[src/design/stl_pkg.sv]
`timescale 1ns / 1ps

package stl_pkg;

  typedef logic [11:0] width_t;
  typedef logic [7:0]  cmd_t;
  typedef logic [1:0]  reg_idx_t;

  typedef struct packed {
    logic [7:0] slew_step;
    width_t     upper_limit;
    width_t     lower_limit;
  } cfg_t;

  localparam int     CFG_DATA_W = 12;

  localparam reg_idx_t REG_SLEW_STEP   = 2'd0;
  localparam reg_idx_t REG_UPPER_LIMIT = 2'd1;
  localparam reg_idx_t REG_LOWER_LIMIT = 2'd2;

  localparam width_t RESET_WIDTH      = 12'd1500;
  localparam logic [7:0] RESET_SLEW   = 8'd30;
  localparam width_t RESET_UPPER      = 12'd2500;
  localparam width_t RESET_LOWER      = 12'd1500;

  localparam cmd_t   ANGLE_MIN  = 8'd90;
  localparam cmd_t   ANGLE_MAX  = 8'd180;
  localparam width_t ANGLE_BASE = 12'd500;

  // ceil(2^22 / 100); exact floor division by 100 for inputs below 43690.
  localparam logic [15:0] RECIP_100   = 16'd41944;
  localparam int          RECIP_SHIFT = 22;

  localparam cmd_t DOWN_FIRST = 8'd230;
  localparam cmd_t DOWN_LAST  = 8'd239;
  localparam cmd_t UP_FIRST   = 8'd240;
  localparam cmd_t UP_LAST    = 8'd249;

endpackage

[src/design/stl_next.sv]
`timescale 1ns / 1ps

module stl_next (
  input  logic            action,
  input  stl_pkg::cmd_t   command,
  input  stl_pkg::width_t goal,
  input  stl_pkg::width_t cur,
  input  stl_pkg::cfg_t   cfg,
  output stl_pkg::width_t goal_nxt,
  output stl_pkg::width_t cur_nxt
);
  import stl_pkg::*;

  cmd_t        angle;
  logic [10:0] angle_x11;
  logic [26:0] quot_prod;
  logic [4:0]  quot;
  width_t      angle_goal;

  cmd_t        step_off;
  logic [3:0]  step_cnt;
  logic [6:0]  interval;
  logic [12:0] up_sum;
  logic [12:0] down_sum;
  width_t      up_goal;
  width_t      down_goal;

  width_t      diff;
  width_t      slew_ext;
  width_t      move;

  // Angle path: 500 + floor(1111*a/100) = 500 + 11*a + floor(11*a/100).
  always_comb begin
    if (command < ANGLE_MIN) begin
      angle = ANGLE_MIN;
    end else if (command > ANGLE_MAX) begin
      angle = ANGLE_MAX;
    end else begin
      angle = command;
    end
    angle_x11  = {angle, 3'b000} + {2'b00, angle, 1'b0} + {3'b000, angle};
    quot_prod  = 27'(angle_x11) * 27'(RECIP_100);
    quot       = quot_prod[RECIP_SHIFT +: 5];
    angle_goal = ANGLE_BASE + {1'b0, angle_x11} + {7'b0, quot};
  end

  // Step paths: interval = (n+1)*10, n taken from the low end of each range.
  always_comb begin
    step_off  = (command >= UP_FIRST) ? (command - UP_FIRST) : (command - DOWN_FIRST);
    step_cnt  = step_off[3:0] + 4'd1;
    interval  = {step_cnt, 3'b000} + {2'b00, step_cnt, 1'b0};
    up_sum    = {1'b0, goal} + {6'b0, interval};
    down_sum  = {1'b0, cfg.lower_limit} + {6'b0, interval};
    up_goal   = (up_sum >= {1'b0, cfg.upper_limit}) ? cfg.upper_limit : up_sum[11:0];
    down_goal = ({1'b0, goal} <= down_sum) ? cfg.lower_limit : (goal - width_t'(interval));
  end

  always_comb begin
    if (action) begin
      goal_nxt = goal;
    end else if (command inside {[DOWN_FIRST:DOWN_LAST]}) begin
      goal_nxt = down_goal;
    end else if (command inside {[UP_FIRST:UP_LAST]}) begin
      goal_nxt = up_goal;
    end else begin
      goal_nxt = angle_goal;
    end
  end

  // Tick: move the current width toward the goal by at most the slew step.
  always_comb begin
    slew_ext = {4'b0, cfg.slew_step};
    diff     = (cur > goal) ? (cur - goal) : (goal - cur);
    move     = (diff > slew_ext) ? slew_ext : diff;
    if (!action) begin
      cur_nxt = cur;
    end else if (cur > goal) begin
      cur_nxt = cur - move;
    end else begin
      cur_nxt = cur + move;
    end
  end

endmodule

[src/design/servo_target_slew_limiter.sv]
`timescale 1ns / 1ps

// Servo target slew limiter.
// The input channel carries one beat per event: in_action low delivers a
// command byte in in_command (step down, step up or angle), in_action high is
// a servo period tick that slews the current width toward the target.
// Every input beat yields exactly one output beat with the current pulse
// width and the target width as they stand after that beat.
// Each accepted input beat waits in the input register while the update
// logic works on it, and the state registers, which also hold the result,
// load it when the update stage advances; out_valid rises as they load.
// One beat per cycle is sustained; the rate is set by the single update
// stage, which advances whenever the result register is empty or being
// drained.
// When out_ready is low the result holds, the update stage stalls, and the
// input register still takes one more beat, if it is empty, before in_ready
// drops.
// Configuration writes through cfg_we/cfg_index/cfg_wdata take effect at the
// next edge; index 3 is ignored. Reset sets both widths to 1500, slew step 30,
// upper limit 2500 and lower limit 1500, and empties the pipeline.

module servo_target_slew_limiter (
  input  logic                  clk,
  input  logic                  rst_n,
  input  logic                  in_valid,
  output logic                  in_ready,
  input  logic                  in_action,
  input  stl_pkg::cmd_t         in_command,
  output logic                  out_valid,
  input  logic                  out_ready,
  output stl_pkg::width_t       out_pulse_width,
  output stl_pkg::width_t       out_target_width,
  input  logic                  cfg_we,
  input  stl_pkg::reg_idx_t     cfg_index,
  input  logic [stl_pkg::CFG_DATA_W-1:0] cfg_wdata
);
  import stl_pkg::*;

  logic   in_valid_r;
  logic   action_r;
  cmd_t   command_r;
  logic   out_valid_r;
  width_t goal_r;
  width_t cur_r;
  cfg_t   cfg_r;
  width_t goal_nxt;
  width_t cur_nxt;
  logic   advance;

  assign advance  = !out_valid_r || out_ready;
  assign in_ready = !in_valid_r || advance;

  stl_next u_next (
    .action   (action_r),
    .command  (command_r),
    .goal     (goal_r),
    .cur      (cur_r),
    .cfg      (cfg_r),
    .goal_nxt (goal_nxt),
    .cur_nxt  (cur_nxt)
  );

  always_ff @(posedge clk) begin
    if (in_valid && in_ready) begin
      action_r  <= in_action;
      command_r <= in_command;
    end
  end

  always_ff @(posedge clk) begin
    if (!rst_n) begin
      in_valid_r        <= 1'b0;
      out_valid_r       <= 1'b0;
      goal_r            <= RESET_WIDTH;
      cur_r             <= RESET_WIDTH;
      cfg_r.slew_step   <= RESET_SLEW;
      cfg_r.upper_limit <= RESET_UPPER;
      cfg_r.lower_limit <= RESET_LOWER;
    end else begin
      if (cfg_we) begin
        case (cfg_index)
          REG_SLEW_STEP:   cfg_r.slew_step   <= cfg_wdata[7:0];
          REG_UPPER_LIMIT: cfg_r.upper_limit <= cfg_wdata;
          REG_LOWER_LIMIT: cfg_r.lower_limit <= cfg_wdata;
          default: ;
        endcase
      end
      if (in_ready) begin
        in_valid_r <= in_valid;
      end
      if (advance) begin
        out_valid_r <= in_valid_r;
        if (in_valid_r) begin
          goal_r <= goal_nxt;
          cur_r  <= cur_nxt;
        end
      end
    end
  end

  // The state registers only change when the result register is free, so
  // they double as the result payload.
  assign out_valid        = out_valid_r;
  assign out_pulse_width  = cur_r;
  assign out_target_width = goal_r;

endmodule

[config.mk]
export PLATFORM = sky130hd
export DESIGN_NAME = servo_target_slew_limiter
export DESIGN_NICKNAME = d
export VERILOG_FILES = /design/src/design/stl_pkg.sv /design/src/design/stl_next.sv /design/src/design/servo_target_slew_limiter.sv
export SDC_FILE = /design/constraint.sdc
export NUM_CORES = 1
export LEC_CHECK = 0
export ABC_AREA = 0
export BUFFER_PORTS_ARGS = -buffer_cell sky130_fd_sc_hd__buf_4
export CAP_MARGIN = 20
export CORE_ASPECT_RATIO = 0.75
export CORE_MARGIN = 4
export CORE_UTILIZATION = 58
export CTS_CLUSTER_DIAMETER = 50
export DETAILED_ROUTE_END_ITERATION = 6
export HOLD_SLACK_MARGIN = 0.08
export PLACE_DENSITY = 0.86
export SLEW_MARGIN = 20
export SYNTH_ARGS = -nofsm -noshare
export SYNTH_HDL_FRONTEND = slang
export SYNTH_HIERARCHICAL = 1
export SYNTH_SLANG_ARGS = --single-unit
[constraint.sdc]
create_clock -name clk -period 10.6 [get_ports clk]
set_input_delay 0 -clock clk [delete_from_list [all_inputs] [get_ports clk]]
set_output_delay 0 -clock clk [all_outputs]
set_load 0.01 [all_outputs]
Word-level counts from Yosys, hierarchy flattened
Index checks and enable logic that the tools add are counted.
{"block": "classes", "muxes": 10, "div": 0, "mul": 1, "shift": 0, "n_reduce_logical": 13, "n_lt_le_gt_ge": 10, "eq_ne": 2, "add_sub_neg": 15, "bitwise_logic": 1}
{"cell": "12-bit two-way mux", "n": 7}
{"cell": "12-bit subtractor", "n": 3}
{"cell": "12-bit by 7-bit adder with 13-bit output", "n": 2}
{"cell": "11-bit by 13-bit multiplier with 24-bit output (second input constant)", "n": 1}
{"cell": "8-bit greater-or-equal comparator (second input constant)", "n": 2}
{"cell": "8-bit <= comparator (second input constant)", "n": 2}
{"cell": "8-bit two-way mux", "n": 2}
{"cell": "13-bit by 12-bit greater-or-equal comparator with 1-bit output", "n": 1}
{"cell": "12-bit by 13-bit <= comparator with 1-bit output", "n": 1}
{"cell": "12-bit adder", "n": 1}
{"cell": "12-bit by 5-bit adder with 12-bit output", "n": 1}
{"cell": "9-bit by 11-bit adder with 12-bit output (first input constant)", "n": 1}
{"cell": "12-bit greater-than comparator", "n": 1}
{"cell": "12-bit by 8-bit greater-than comparator with 1-bit output", "n": 1}
{"cell": "12-bit by 7-bit subtractor with 12-bit output", "n": 1}
{"cell": "11-bit by 8-bit adder with 11-bit output", "n": 1}
{"cell": "11-bit by 9-bit adder with 11-bit output", "n": 1}
{"cell": "8-bit greater-than comparator (second input constant)", "n": 1}
{"cell": "8-bit by 7-bit less-than comparator with 1-bit output (second input constant)", "n": 1}
{"cell": "7-bit by 5-bit adder with 7-bit output", "n": 1}
{"cell": "2-bit AND reduction", "n": 3}
{"cell": "3-bit AND reduction", "n": 2}
{"cell": "4-bit by 1-bit adder with 4-bit output (second input constant)", "n": 1}
{"cell": "4-bit two-way mux", "n": 1}
{"cell": "9 further kinds", "n": 13}
{"block": "totals", "n_memories": 0, "reg_bits": 67, "output_inout_bits": 26, "mem_bits_rw": 0, "word_cells": 61, "rom_bits": 0, "input_bits": 28, "latch_bits": 0}

Depth between registers and ports, before layout
Gate-level depths: netlist of the first run.
{"block": "depth", "ltp_word": 9, "ltp_mapped": 51, "depth_no_buf": 51}

By module
Netlist of the first run, hierarchy kept.
{"mod": "stl_next", "n_inst": 1, "area_each_um2": 7719.9, "seq_area_each_um2": 0.0, "cells_each": 982}
{"mod": "servo_target_slew_limiter", "n_inst": 1, "area_each_um2": 2483.6, "seq_area_each_um2": 1431.4, "cells_each": 258}

Worst setup path after synthesis of the first run
No wires, ideal clock.
{"block": "synth_timing", "path_kind": "reg-to-reg", "start": "register command_r[1]", "end": "register goal_r[11] (netlist: out_target_width[11])", "n_path_buf": 0, "path_stages_with_launch": 48, "t_required_ns": 10.528, "synth_period_minus_slack_ns": 10.199, "setup_ns": 0.072, "arrival_time_ns": 10.127, "slack_ns": 0.401, "path_cell_list": "edfxtp_1 -> inv_1 -> ha_1 -> nand3_1 -> a21oi_1 -> nor2_1 -> o21ai_0 -> nand3b_1 -> inv_1 -> fa_1 -> fa_1 -> a21o_1 -> a21oi_1 -> o21bai_1 -> a21oi_1 -> o21bai_1 -> a21oi_1 -> xnor2_1 -> (+12 left out) -> nor2_1 -> a2111oi_0 -> xnor2_1 -> ha_1 -> inv_1 -> ha_1 -> inv_1 -> o21bai_1 -> a21oi_1 -> o21bai_1 -> a21oi_1 -> o21a_1 -> o21ai_0 -> nand3_1 -> o211a_1 -> a2111oi_0 -> nand2_1 -> mux2i_1"}
{"block": "synth_via", "elab_chain_cells": 9, "word_cells_on_any_way": 29, "classes_between": "add/sub (11); mul (1); order compare (8); mux (7); reduce/logical (2)"}
{"element": "from (decl)", "line": "servo_target_slew_limiter.sv:41", "rtl": "cmd_t command_r;"}
{"element": "from (signal assigned)", "line": "servo_target_slew_limiter.sv:66", "rtl": "command_r <= in_command;"}
{"element": "8-bit greater-than comparator (tied with other cells)", "line": "stl_next.sv:36", "rtl": "end else if (command > ANGLE_MAX) begin"}
{"element": "8-bit two-way mux or 4-bit two-way mux (tied branches)", "line": "stl_next.sv:36, stl_next.sv:49"}
{"element": "8-bit two-way mux or 4-bit by 1-bit adder with 4-bit output (tied branches)", "line": "stl_next.sv:34, stl_next.sv:50"}
{"element": "11-bit by 9-bit adder with 11-bit output or 7-bit by 5-bit adder with 7-bit output (tied branches)", "line": "stl_next.sv:41, stl_next.sv:51"}
{"element": "11-bit by 8-bit adder with 11-bit output or 12-bit by 7-bit adder with 13-bit output (tied branches)", "line": "stl_next.sv:41, stl_next.sv:52"}
{"element": "11-bit by 13-bit multiplier with 24-bit output (tied with other cells)", "line": "stl_next.sv:42", "rtl": "quot_prod = 27'(angle_x11) * 27'(RECIP_100);"}
{"element": "12-bit by 5-bit adder with 12-bit output or 12-bit two-way mux (tied branches)", "line": "stl_next.sv:44, stl_next.sv:54"}
{"element": "12-bit two-way mux", "line": "stl_next.sv:63", "rtl": "end else if (command inside {[UP_FIRST:UP_LAST]}) begin"}
{"element": "12-bit two-way mux (*)", "line": "stl_next.sv:61", "rtl": "end else if (command inside {[DOWN_FIRST:DOWN_LAST]}) begin"}
{"element": "to (signal assigned)", "line": "servo_target_slew_limiter.sv:94", "rtl": "goal_r <= goal_nxt;"}
{"element": "to (decl)", "line": "servo_target_slew_limiter.sv:43", "rtl": "width_t goal_r;"}
Every way passes the cells marked *; elsewhere a longest branch is shown, timed or not.
A chain may end at the register's enable or synchronous reset.

Worst setup path in the final report of the first run
Same ends and word-level chain as after synthesis.

==> results.cfg, run 1 <==
[die]
start_util = 0.599
io_pins = 54
fp.dieArea_um2 = 19800
core_um2 = 17000
rows = 41
die_x_um = 161
die_h_um = 123

[critical_path]
r2r-end = out_target_width[11]
start_kind = flip-flop
cp_max_fo = 6
reg2reg_from = command_r[1]
r2r_cells = 50
crit_arrival_ps = 10540
startpoint = command_r[1]
r2r_slack_ps = 330
cpMaxStageDelayCell = fa_1
required_ps = 10870
endpoint_kind = flip-flop
critPathKind = reg -> reg
critPathMaxStageDelay_ps = 540

[synth]
syn-cell-area_um2 = 10200
ys_ff_latch = 67
synth_flop_cell = dfxtp_1
yosysSeqAreaShare = 0.140
async_flop_share = 0
synth_edf_count = 9
syn_inst = 1240
syn_area_per_cell_um2 = 8.23
ys_types = 76
synth-warning-count = 6
synth_nets = 1508

[clock_network]
clkTransAtPathRegs_ps = 70
cts_root_buf = clkbuf_16
clkSinkCount = 67
clock_path_buffers = 2
cts_max_level = 3
numCtsBuffers = 9
cts_tree = done
clkLatencyLatePin_ps = 350

[sta]
fmax_mhz = 97.4
drv_slew = 0
finalCritPeriodShare = 0.969
fin_setup_tns_ps = 0
fin_ws_ps = 329
setup_viol = 0
clock-skew-final_ps = 11.5
slew_headroom = 0.193
hold_violations = 0
max_slew.worst_pin.slew_ps = 1200
fin_crit_ps = 10270

[global_route]
grt_overflow = 0
grt_util_all_layers = 0.296
grt_pass1_vias = 8728
grt_pass1_wl_um = 46500
antenna_found_initial = 0
grt_max_degree = 79

[run]
cap_violations = 0

[cells_and_area]
synthToLayoutAreaGrowth_pct = 13.6
fin_nets = 1580
diodes = 0
fill_cells = 1366
stdcell_area_um2 = 11600
final_layout_size_suffix_gt1_frac = 0.107
layout_common_cells = inv_1 (191), ha_1 (186), nand2_1 (93)
final_common_cell = inv_1

[routing]
drc = 1
viasPerCell = 6.04
routed-via-count = 9385
routed_wl_um = 29600
firstDrtPassIters = 7
ant_nets = 0
post_drt_wl_per_cell_um = 19.1
dr.first_iter.drc_count = 1026

[min_path]
worstHoldEndpoint = cfg_r[30]
hold_start = cfg_we
hold_depth = 4
hp-class = in -> reg

[placed_design]
dpl_cell_area_um2 = 10800
pre_cts_slack_ps = -324
routabilityCongestion = 0.970
port_buffers = 53
hpwl_um = 22600

[outcome]
violations = design-rule violations
outcome = finished, violations left
-- metal layers --
metal	track usage	share of wire	wire, µm	up-vias
met1	0.445	0.46	13600	4450
met5	0	0	0	-
met3	0.101	0.13	3830	39
li1	-	-	-	4418
met4	0.0325	0.0081	240	0
met2	0.424	0.40	12000	478
-- registers in the layout, summed over array words and instances, names as in the netlist --
signal,cells
out_target_width,12
out_pulse_width,12
in_valid_r,1
out_valid,1
cfg_r,32
action_r,1
command_r,8
-- synth_stat cells (9+ instances only) --
cell | instances | area, µm²
nand2b_1 | 12 | 75.1
dfxtp_1 | 58 | 1160
clkbuf_1 | 16 | 60.1
nand3_1 | 52 | 260
xor2_1 | 20 | 175
o21ai_0 | 77 | 385
fa_1 | 51 | 1020
xnor2_1 | 57 | 499
nand4_1 | 9 | 56.3
buf_2 | 11 | 55.1
nor2_1 | 57 | 214
o21bai_1 | 15 | 113
ha_1 | 189 | 2360
nor2b_1 | 11 | 68.8
a21oi_1 | 80 | 400
edfxtp_1 | 9 | 270
nor3_1 | 11 | 55.1
nand2_1 | 93 | 349
mux2i_1 | 38 | 380
inv_1 | 192 | 721
a21o_1 | 39 | 293
mux2_2 | 9 | 101
-- layout make-up --
cell class / instances / area, µm² / area share
Sequential cell: 67 / 1430 / 0.123
Timing Repair Buffer: 104 / 848 / 0.0732
Tap cell: 236 / 295 / 0.0255
Clock buffer: 9 / 225 / 0.0194
Clock inverter: 7 / 98.8 / 0.00852
Multi-Input combinational cell: 937 / 7970 / 0.687
Inverter: 193 / 724 / 0.0625
-- cells by family after synthesis --
family / Yosys count / synth area share
adder cells (fa/ha/maj): 240 / 0.332
flip-flops: 67 / 0.140
XOR/XNOR: 77 / 0.0661
AND/OR/NAND/NOR: 277 / 0.132
AO/OA/AOI/OAI: 296 / 0.190
buffers and inverters: 236 / 0.0931
multiplexers: 47 / 0.0472
-- worst max-delay path: cells and delay by family (launching register included) --
family | cells | cell delay (ps)
multiplexers | 1 | 180
AO/OA/AOI/OAI | 21 | 3920
buffers and inverters | 8 | 560
XOR/XNOR | 2 | 270
AND/OR/NAND/NOR | 6 | 620
adder cells (fa/ha/maj) | 12 | 4200
flip-flops | 1 | 460
-- metrics by stage --
stage          utilization  instances  hold WS [ps]
2_1_floorplan            -       1240          98.9
3_3_place_gp         0.634       1501           178
3_5_place_dp         0.634       1501           179
4_1_cts              0.670       1544           137
5_1_grt              0.681       1553           182
6_report             0.681       1553           140
-- worst max path at each step --
stage / endpoint
after global routing: out_target_width[11]
after detailed placement: out_target_width[11]
after floorplan: out_target_width[11]
after global placement: out_target_width[11]
after CTS: out_target_width[11]
final: out_target_width[11]
-- what timing repair did --
action	4_1_cts	5_1_grt
gates cloned	0	0
resized for setup	6	23
hold buffers	27	0
setup buffers	0	9
setup endpoints to repair	4	7
pin swaps	0	13
endpoints found under the hold margin	42	0
Power of run 1 is left out: the tool's default activity adds up to more than one toggle a clock period on the data nets, which glitch-free logic cannot reach.
==> inputs of run 2 (changes only) <==
--- a/config.mk
+++ b/config.mk
@@ -10,11 +10,11 @@
 export CAP_MARGIN = 20
 export CORE_ASPECT_RATIO = 0.75
 export CORE_MARGIN = 4
-export CORE_UTILIZATION = 58
+export CORE_UTILIZATION = 45
 export CTS_CLUSTER_DIAMETER = 50
 export DETAILED_ROUTE_END_ITERATION = 6
 export HOLD_SLACK_MARGIN = 0.08
-export PLACE_DENSITY = 0.86
+export PLACE_DENSITY = 0.71
 export SLEW_MARGIN = 20
 export SYNTH_ARGS = -nofsm -noshare
 export SYNTH_HDL_FRONTEND = slang
==> run 2 against run 1 <==
  * The run now ends clean
  * Die area up 27%
  * Register-to-register slack better by 120 ps
  * Count of clock-buffer cells in the layout up 1
  * Maximum frequency increased by 1.2%
  * Clock skew decreased by 6.0 ps
  * Global-route usage shrank 7.8 points
  * Critical path type unchanged
==> results.cfg, run 2 (same netlist as run 1, synthesis figures left out) <==
[outcome]
outcome = complete, no violations

[sta]
finalCritPeriodShare = 0.958
fin_ws_ps = 446
setup_viol = 0
clock-skew-final_ps = 5.47
drv_slew = 0
max_slew.worst_pin.slew_ps = 936
hold_violations = 0
fmax_mhz = 98.5
fin_crit_ps = 10150
slew_headroom = 0.371

[cells_and_area]
top_register = cfg_r
synthToLayoutAreaGrowth_pct = 14.0
final_layout_size_suffix_gt1_frac = 0.107
fill_cells = 2033
fin_nets = 1577
multiInputGateArea_um2 = 7960
layout_common_cells = inv_1 (190), ha_1 (187), nand2_1 (93)
largest_register_ffs = 32
register_area_um2 = 1430
diodes = 0
final_common_cell = inv_1

[critical_path]
start_kind = flip-flop
crit_buf_inv = 5
cp_max_fo = 5
crit_arrival_ps = 10420
required_ps = 10870
critPathMaxStageDelay_ps = 530
cpMaxStageDelayCell = fa_1
crit_family = adder cells
endpoint_kind = flip-flop
crit_top_cell = ha_1
critPathKind = reg -> reg

[global_route]
grt_util_all_layers = 0.218
antenna_found_initial = 0
grt_pass1_wl_um = 44800
grt_overflow = 0
grt_max_degree = 79
grt_pass1_vias = 8315

[clock_network]
clkLatencyLatePin_ps = 340
cts_root_buf = clkbuf_16
clock_path_buffers = 2
clkSinkCount = 67
cts_max_level = 3
numCtsBuffers = 9
clkTransAtPathRegs_ps = 60
cts_tree = done

[placed_design]
routabilityCongestion = 0.983
hpwl_um = 22300
port_buffers = 53
pre_cts_slack_ps = -261

[routing]
post_drt_wl_per_cell_um = 17.7
routed-via-count = 8945
viasPerCell = 5.57
routed_wl_um = 28500
firstDrtPassIters = 6
ant_nets = 0
dr.first_iter.drc_count = 867
drc = 0

[run]
cap_violations = 0

[die]
core_um2 = 22200
die_h_um = 138
rows = 47
fp.dieArea_um2 = 25200
die_x_um = 182
start_util = 0.460
io_pins = 54

[min_path]
hp-class = in -> reg
run 2: cell count changes in the layout (fill, tap and decap cells not counted), moves of 2 or more:
cell	before	now
a21oi_1	68	70
a21oi_2	12	9
dlygate4sd3_1	27	25
xnor2_1	55	52
xnor2_2	1	5
run 2: metrics by stage:
step	util	instances	TNS, ps	instance area, µm²	hold slack [ps]
2_1_floorplan	-	1240	0	10200	98.9
3_3_place_gp	0.489	1557	0	10800	179
3_5_place_dp	0.489	1557	-407	10800	179
4_1_cts	0.516	1597	0	11400	131
5_1_grt	0.525	1607	-371	11600	166
6_report	0.525	1607	0	11600	136
run 2: path summary, 6_finish.rpt:
kind                 from              endpoint  slack (ps)  cells past startpoint
max reg2reg  command_r[1]  out_target_width[11]         450                     45
min reg2reg     cfg_r[22]             cfg_r[22]         490                      2
max          command_r[1]  out_target_width[11]         450                     45
min                cfg_we             cfg_r[30]         140                      4
run 2: worst min-delay path, stage by stage:
cell     delay, ps
buf_4          120
nor3b_2        180
nand3_1         80
nand2_1         50
run 2: repair_timing:
action,in CTS,in global routing
buffers inserted,0,10
pin swaps,0,13
setup endpoints to repair,4,7
hold endpoints to repair,42,0
hold buffers,25,0
gates cloned,0,0
gates resized for setup,6,24
run 2: area by class of cell:
type | count | share of cell area
flip-flops and latches | 67 | 0.123
well taps | 294 | 0.0316
inverters | 193 | 0.0623
clock buffers | 10 | 0.0206
repair buffers | 101 | 0.0706
clock inverters | 5 | 0.00721
multi-input cells | 937 | 0.685
run 2: layer usage:
| layer | vias to the layer above | track usage | wire (µm) |
|---|---|---|---|
| li1 | 4423 | - | - |
| met4 | 0 | 0.0284 | 231 |
| met1 | 4158 | 0.364 | 14800 |
| met5 | - | 0 | 0 |
| met2 | 337 | 0.284 | 10800 |
| met3 | 27 | 0.0525 | 2680 |
Power of run 2 is left out for the same reason.
==> inputs of run 3 (changes only) <==
--- a/config.mk
+++ b/config.mk
@@ -8,13 +8,15 @@
 export ABC_AREA = 0
 export BUFFER_PORTS_ARGS = -buffer_cell sky130_fd_sc_hd__buf_4
 export CAP_MARGIN = 20
+export CELL_PAD_IN_SITES_DETAIL_PLACEMENT = 1
+export CELL_PAD_IN_SITES_GLOBAL_PLACEMENT = 2
 export CORE_ASPECT_RATIO = 0.75
 export CORE_MARGIN = 4
-export CORE_UTILIZATION = 45
+export CORE_UTILIZATION = 35
 export CTS_CLUSTER_DIAMETER = 50
 export DETAILED_ROUTE_END_ITERATION = 6
 export HOLD_SLACK_MARGIN = 0.08
-export PLACE_DENSITY = 0.71
+export PLACE_DENSITY = 0.85
 export SLEW_MARGIN = 20
 export SYNTH_ARGS = -nofsm -noshare
 export SYNTH_HDL_FRONTEND = slang
==> run 3 against run 2 <==
  * Cell area up 1.8%
  * Core utilization decreased by 11 points
  * Worst setup slack better by 99 ps
  * Largest cell class unchanged
==> results.cfg, run 3 (same netlist as run 1, synthesis figures left out) <==
[min_path]
hold_start = cfg_we
worstHoldEndpoint = cfg_r[30]
hold_depth = 4
hp-class = in -> reg

[cells_and_area]
synthToLayoutAreaGrowth_pct = 16.1
final_layout_size_suffix_gt1_frac = 0.119
final_common_cell = inv_1
layout_common_cells = inv_1 (189), ha_1 (183), nand2_1 (93)
fin_nets = 1586
largest_register_ffs = 32
top_register = cfg_r
stdcell_area_um2 = 11800
fin_util = 0.417

[placed_design]
routabilityCongestion = 0.882
pre_cts_slack_ps = -235
hpwl_um = 26300
dpl_cell_area_um2 = 11000
port_buffers = 53

[die]
die_h_um = 156
core_um2 = 28400
start_util = 0.360
rows = 53
fp.dieArea_um2 = 32000
die_x_um = 205
io_pins = 54

[run]
cap_violations = 0

[critical_path]
r2r-end = out_target_width[11]
r2r_cells = 47
required_ps = 10890
cp_max_fo = 5
r2r_slack_ps = 550
critPathKind = reg -> reg
endpoint_kind = flip-flop
reg2reg_from = command_r[1]
critPathMaxStageDelay_ps = 610
cpMaxStageDelayCell = fa_1
start_kind = flip-flop
crit_arrival_ps = 10350

[sta]
setup_viol = 0
slew_headroom = 0.313
clock-skew-final_ps = 10.5
hold_violations = 0
max_slew.worst_pin.slew_ps = 1020
fmax_mhz = 99.5
drv_slew = 0
worst_hold_slack_ps = 135
fin_ws_ps = 545
finalCritPeriodShare = 0.949
fin_crit_ps = 10050

[clock_network]
clkSinkCount = 67
clkTransAtPathRegs_ps = 60
cts_max_level = 3
clkLatencyLatePin_ps = 360
cts_root_buf = clkbuf_16
cts_tree = done
clock_path_buffers = 2
numCtsBuffers = 9

[global_route]
grt_pass1_wl_um = 51900
grt_max_degree = 79
grt_overflow = 0
grt_pass1_vias = 9222
grt_util_all_layers = 0.208
antenna_found_initial = 0

[routing]
post_drt_wl_per_cell_um = 19.6
ant_nets = 0
firstDrtPassIters = 5
dr.first_iter.drc_count = 632
routed-via-count = 9143
routed_wl_um = 33400
viasPerCell = 5.35
drc = 0

[outcome]
outcome = complete, no violations
[run 3: cell types whose count changed in the layout (fill, tap and decap cells not counted), moves of 2 or more]
cell,before,now
ha_4,1,4
a21oi_2,9,11
a21oi_1,70,67
bufinv_16,2,0
buf_4,76,85
clkinv_4,0,2
clkinvlp_4,0,2
ha_1,187,183
[run 3: layout make-up]
type | count | area (µm²)
clock buffer | 10 | 250
tap | 385 | 482
clock inverter | 6 | 46.3
antenna | 1 | 2.50
inverter | 193 | 724
timing repair buffer | 110 | 888
sequential | 67 | 1430
multi-input combinational | 937 | 8020
fill | 3409 | 16500
[run 3: per-stage QoR]
| stage | std cells | setup TNS (ps) |
|---|---|---|
| 3_5_place_dp | 1649 | -409 |
| 5_1_grt | 1708 | -249 |
| 2_1_floorplan | 1240 | 0 |
| 3_3_place_gp | 1649 | 0 |
| 4_1_cts | 1690 | 0 |
| 6_report | 1709 | 0 |
[run 3: worst max-delay path by stage]
| stage | startpoint | to | slack [ps] | cells after the start |
|---|---|---|---|---|
| after floorplan | command_r[1] | out_target_width[11] | 400 | 47 |
| after CTS | command_r[1] | out_target_width[11] | 8 | 47 |
| after global placement | command_r[1] | out_target_width[11] | 80 | 46 |
| after detailed placement | command_r[1] | out_target_width[11] | -230 | 46 |
| final | command_r[1] | out_target_width[11] | 550 | 47 |
| after global routing | command_r[2] | out_target_width[11] | -100 | 48 |
[run 3: timing repair]
item	4_1_cts	5_1_grt
endpoints found under the hold margin	42	0
endpoints found under the setup margin	4	8
pin swaps	0	29
gates resized for setup	6	32
hold buffers	25	0
buffers inserted	0	18
[run 3: critical path, delay by kind of cell, from the launching register on]
family                   cells  cell delay, ps
multiplexers                 1             150
AO/OA/AOI/OAI               23            3900
flip-flops                   1             410
buffers and inverters        7             700
adder cells (fa/ha/maj)     10            4040
XOR/XNOR                     2             320
AND/OR/NAND/NOR              4             450
[run 3: routing by layer]
layer	share of wire	track usage	routed length, µm
met4	0.0042	0.0249	142
met2	0.40	0.287	13200
met1	0.53	0.335	17800
met3	0.069	0.0447	2290
met5	0	0	0
Power of run 3 is left out for the same reason.
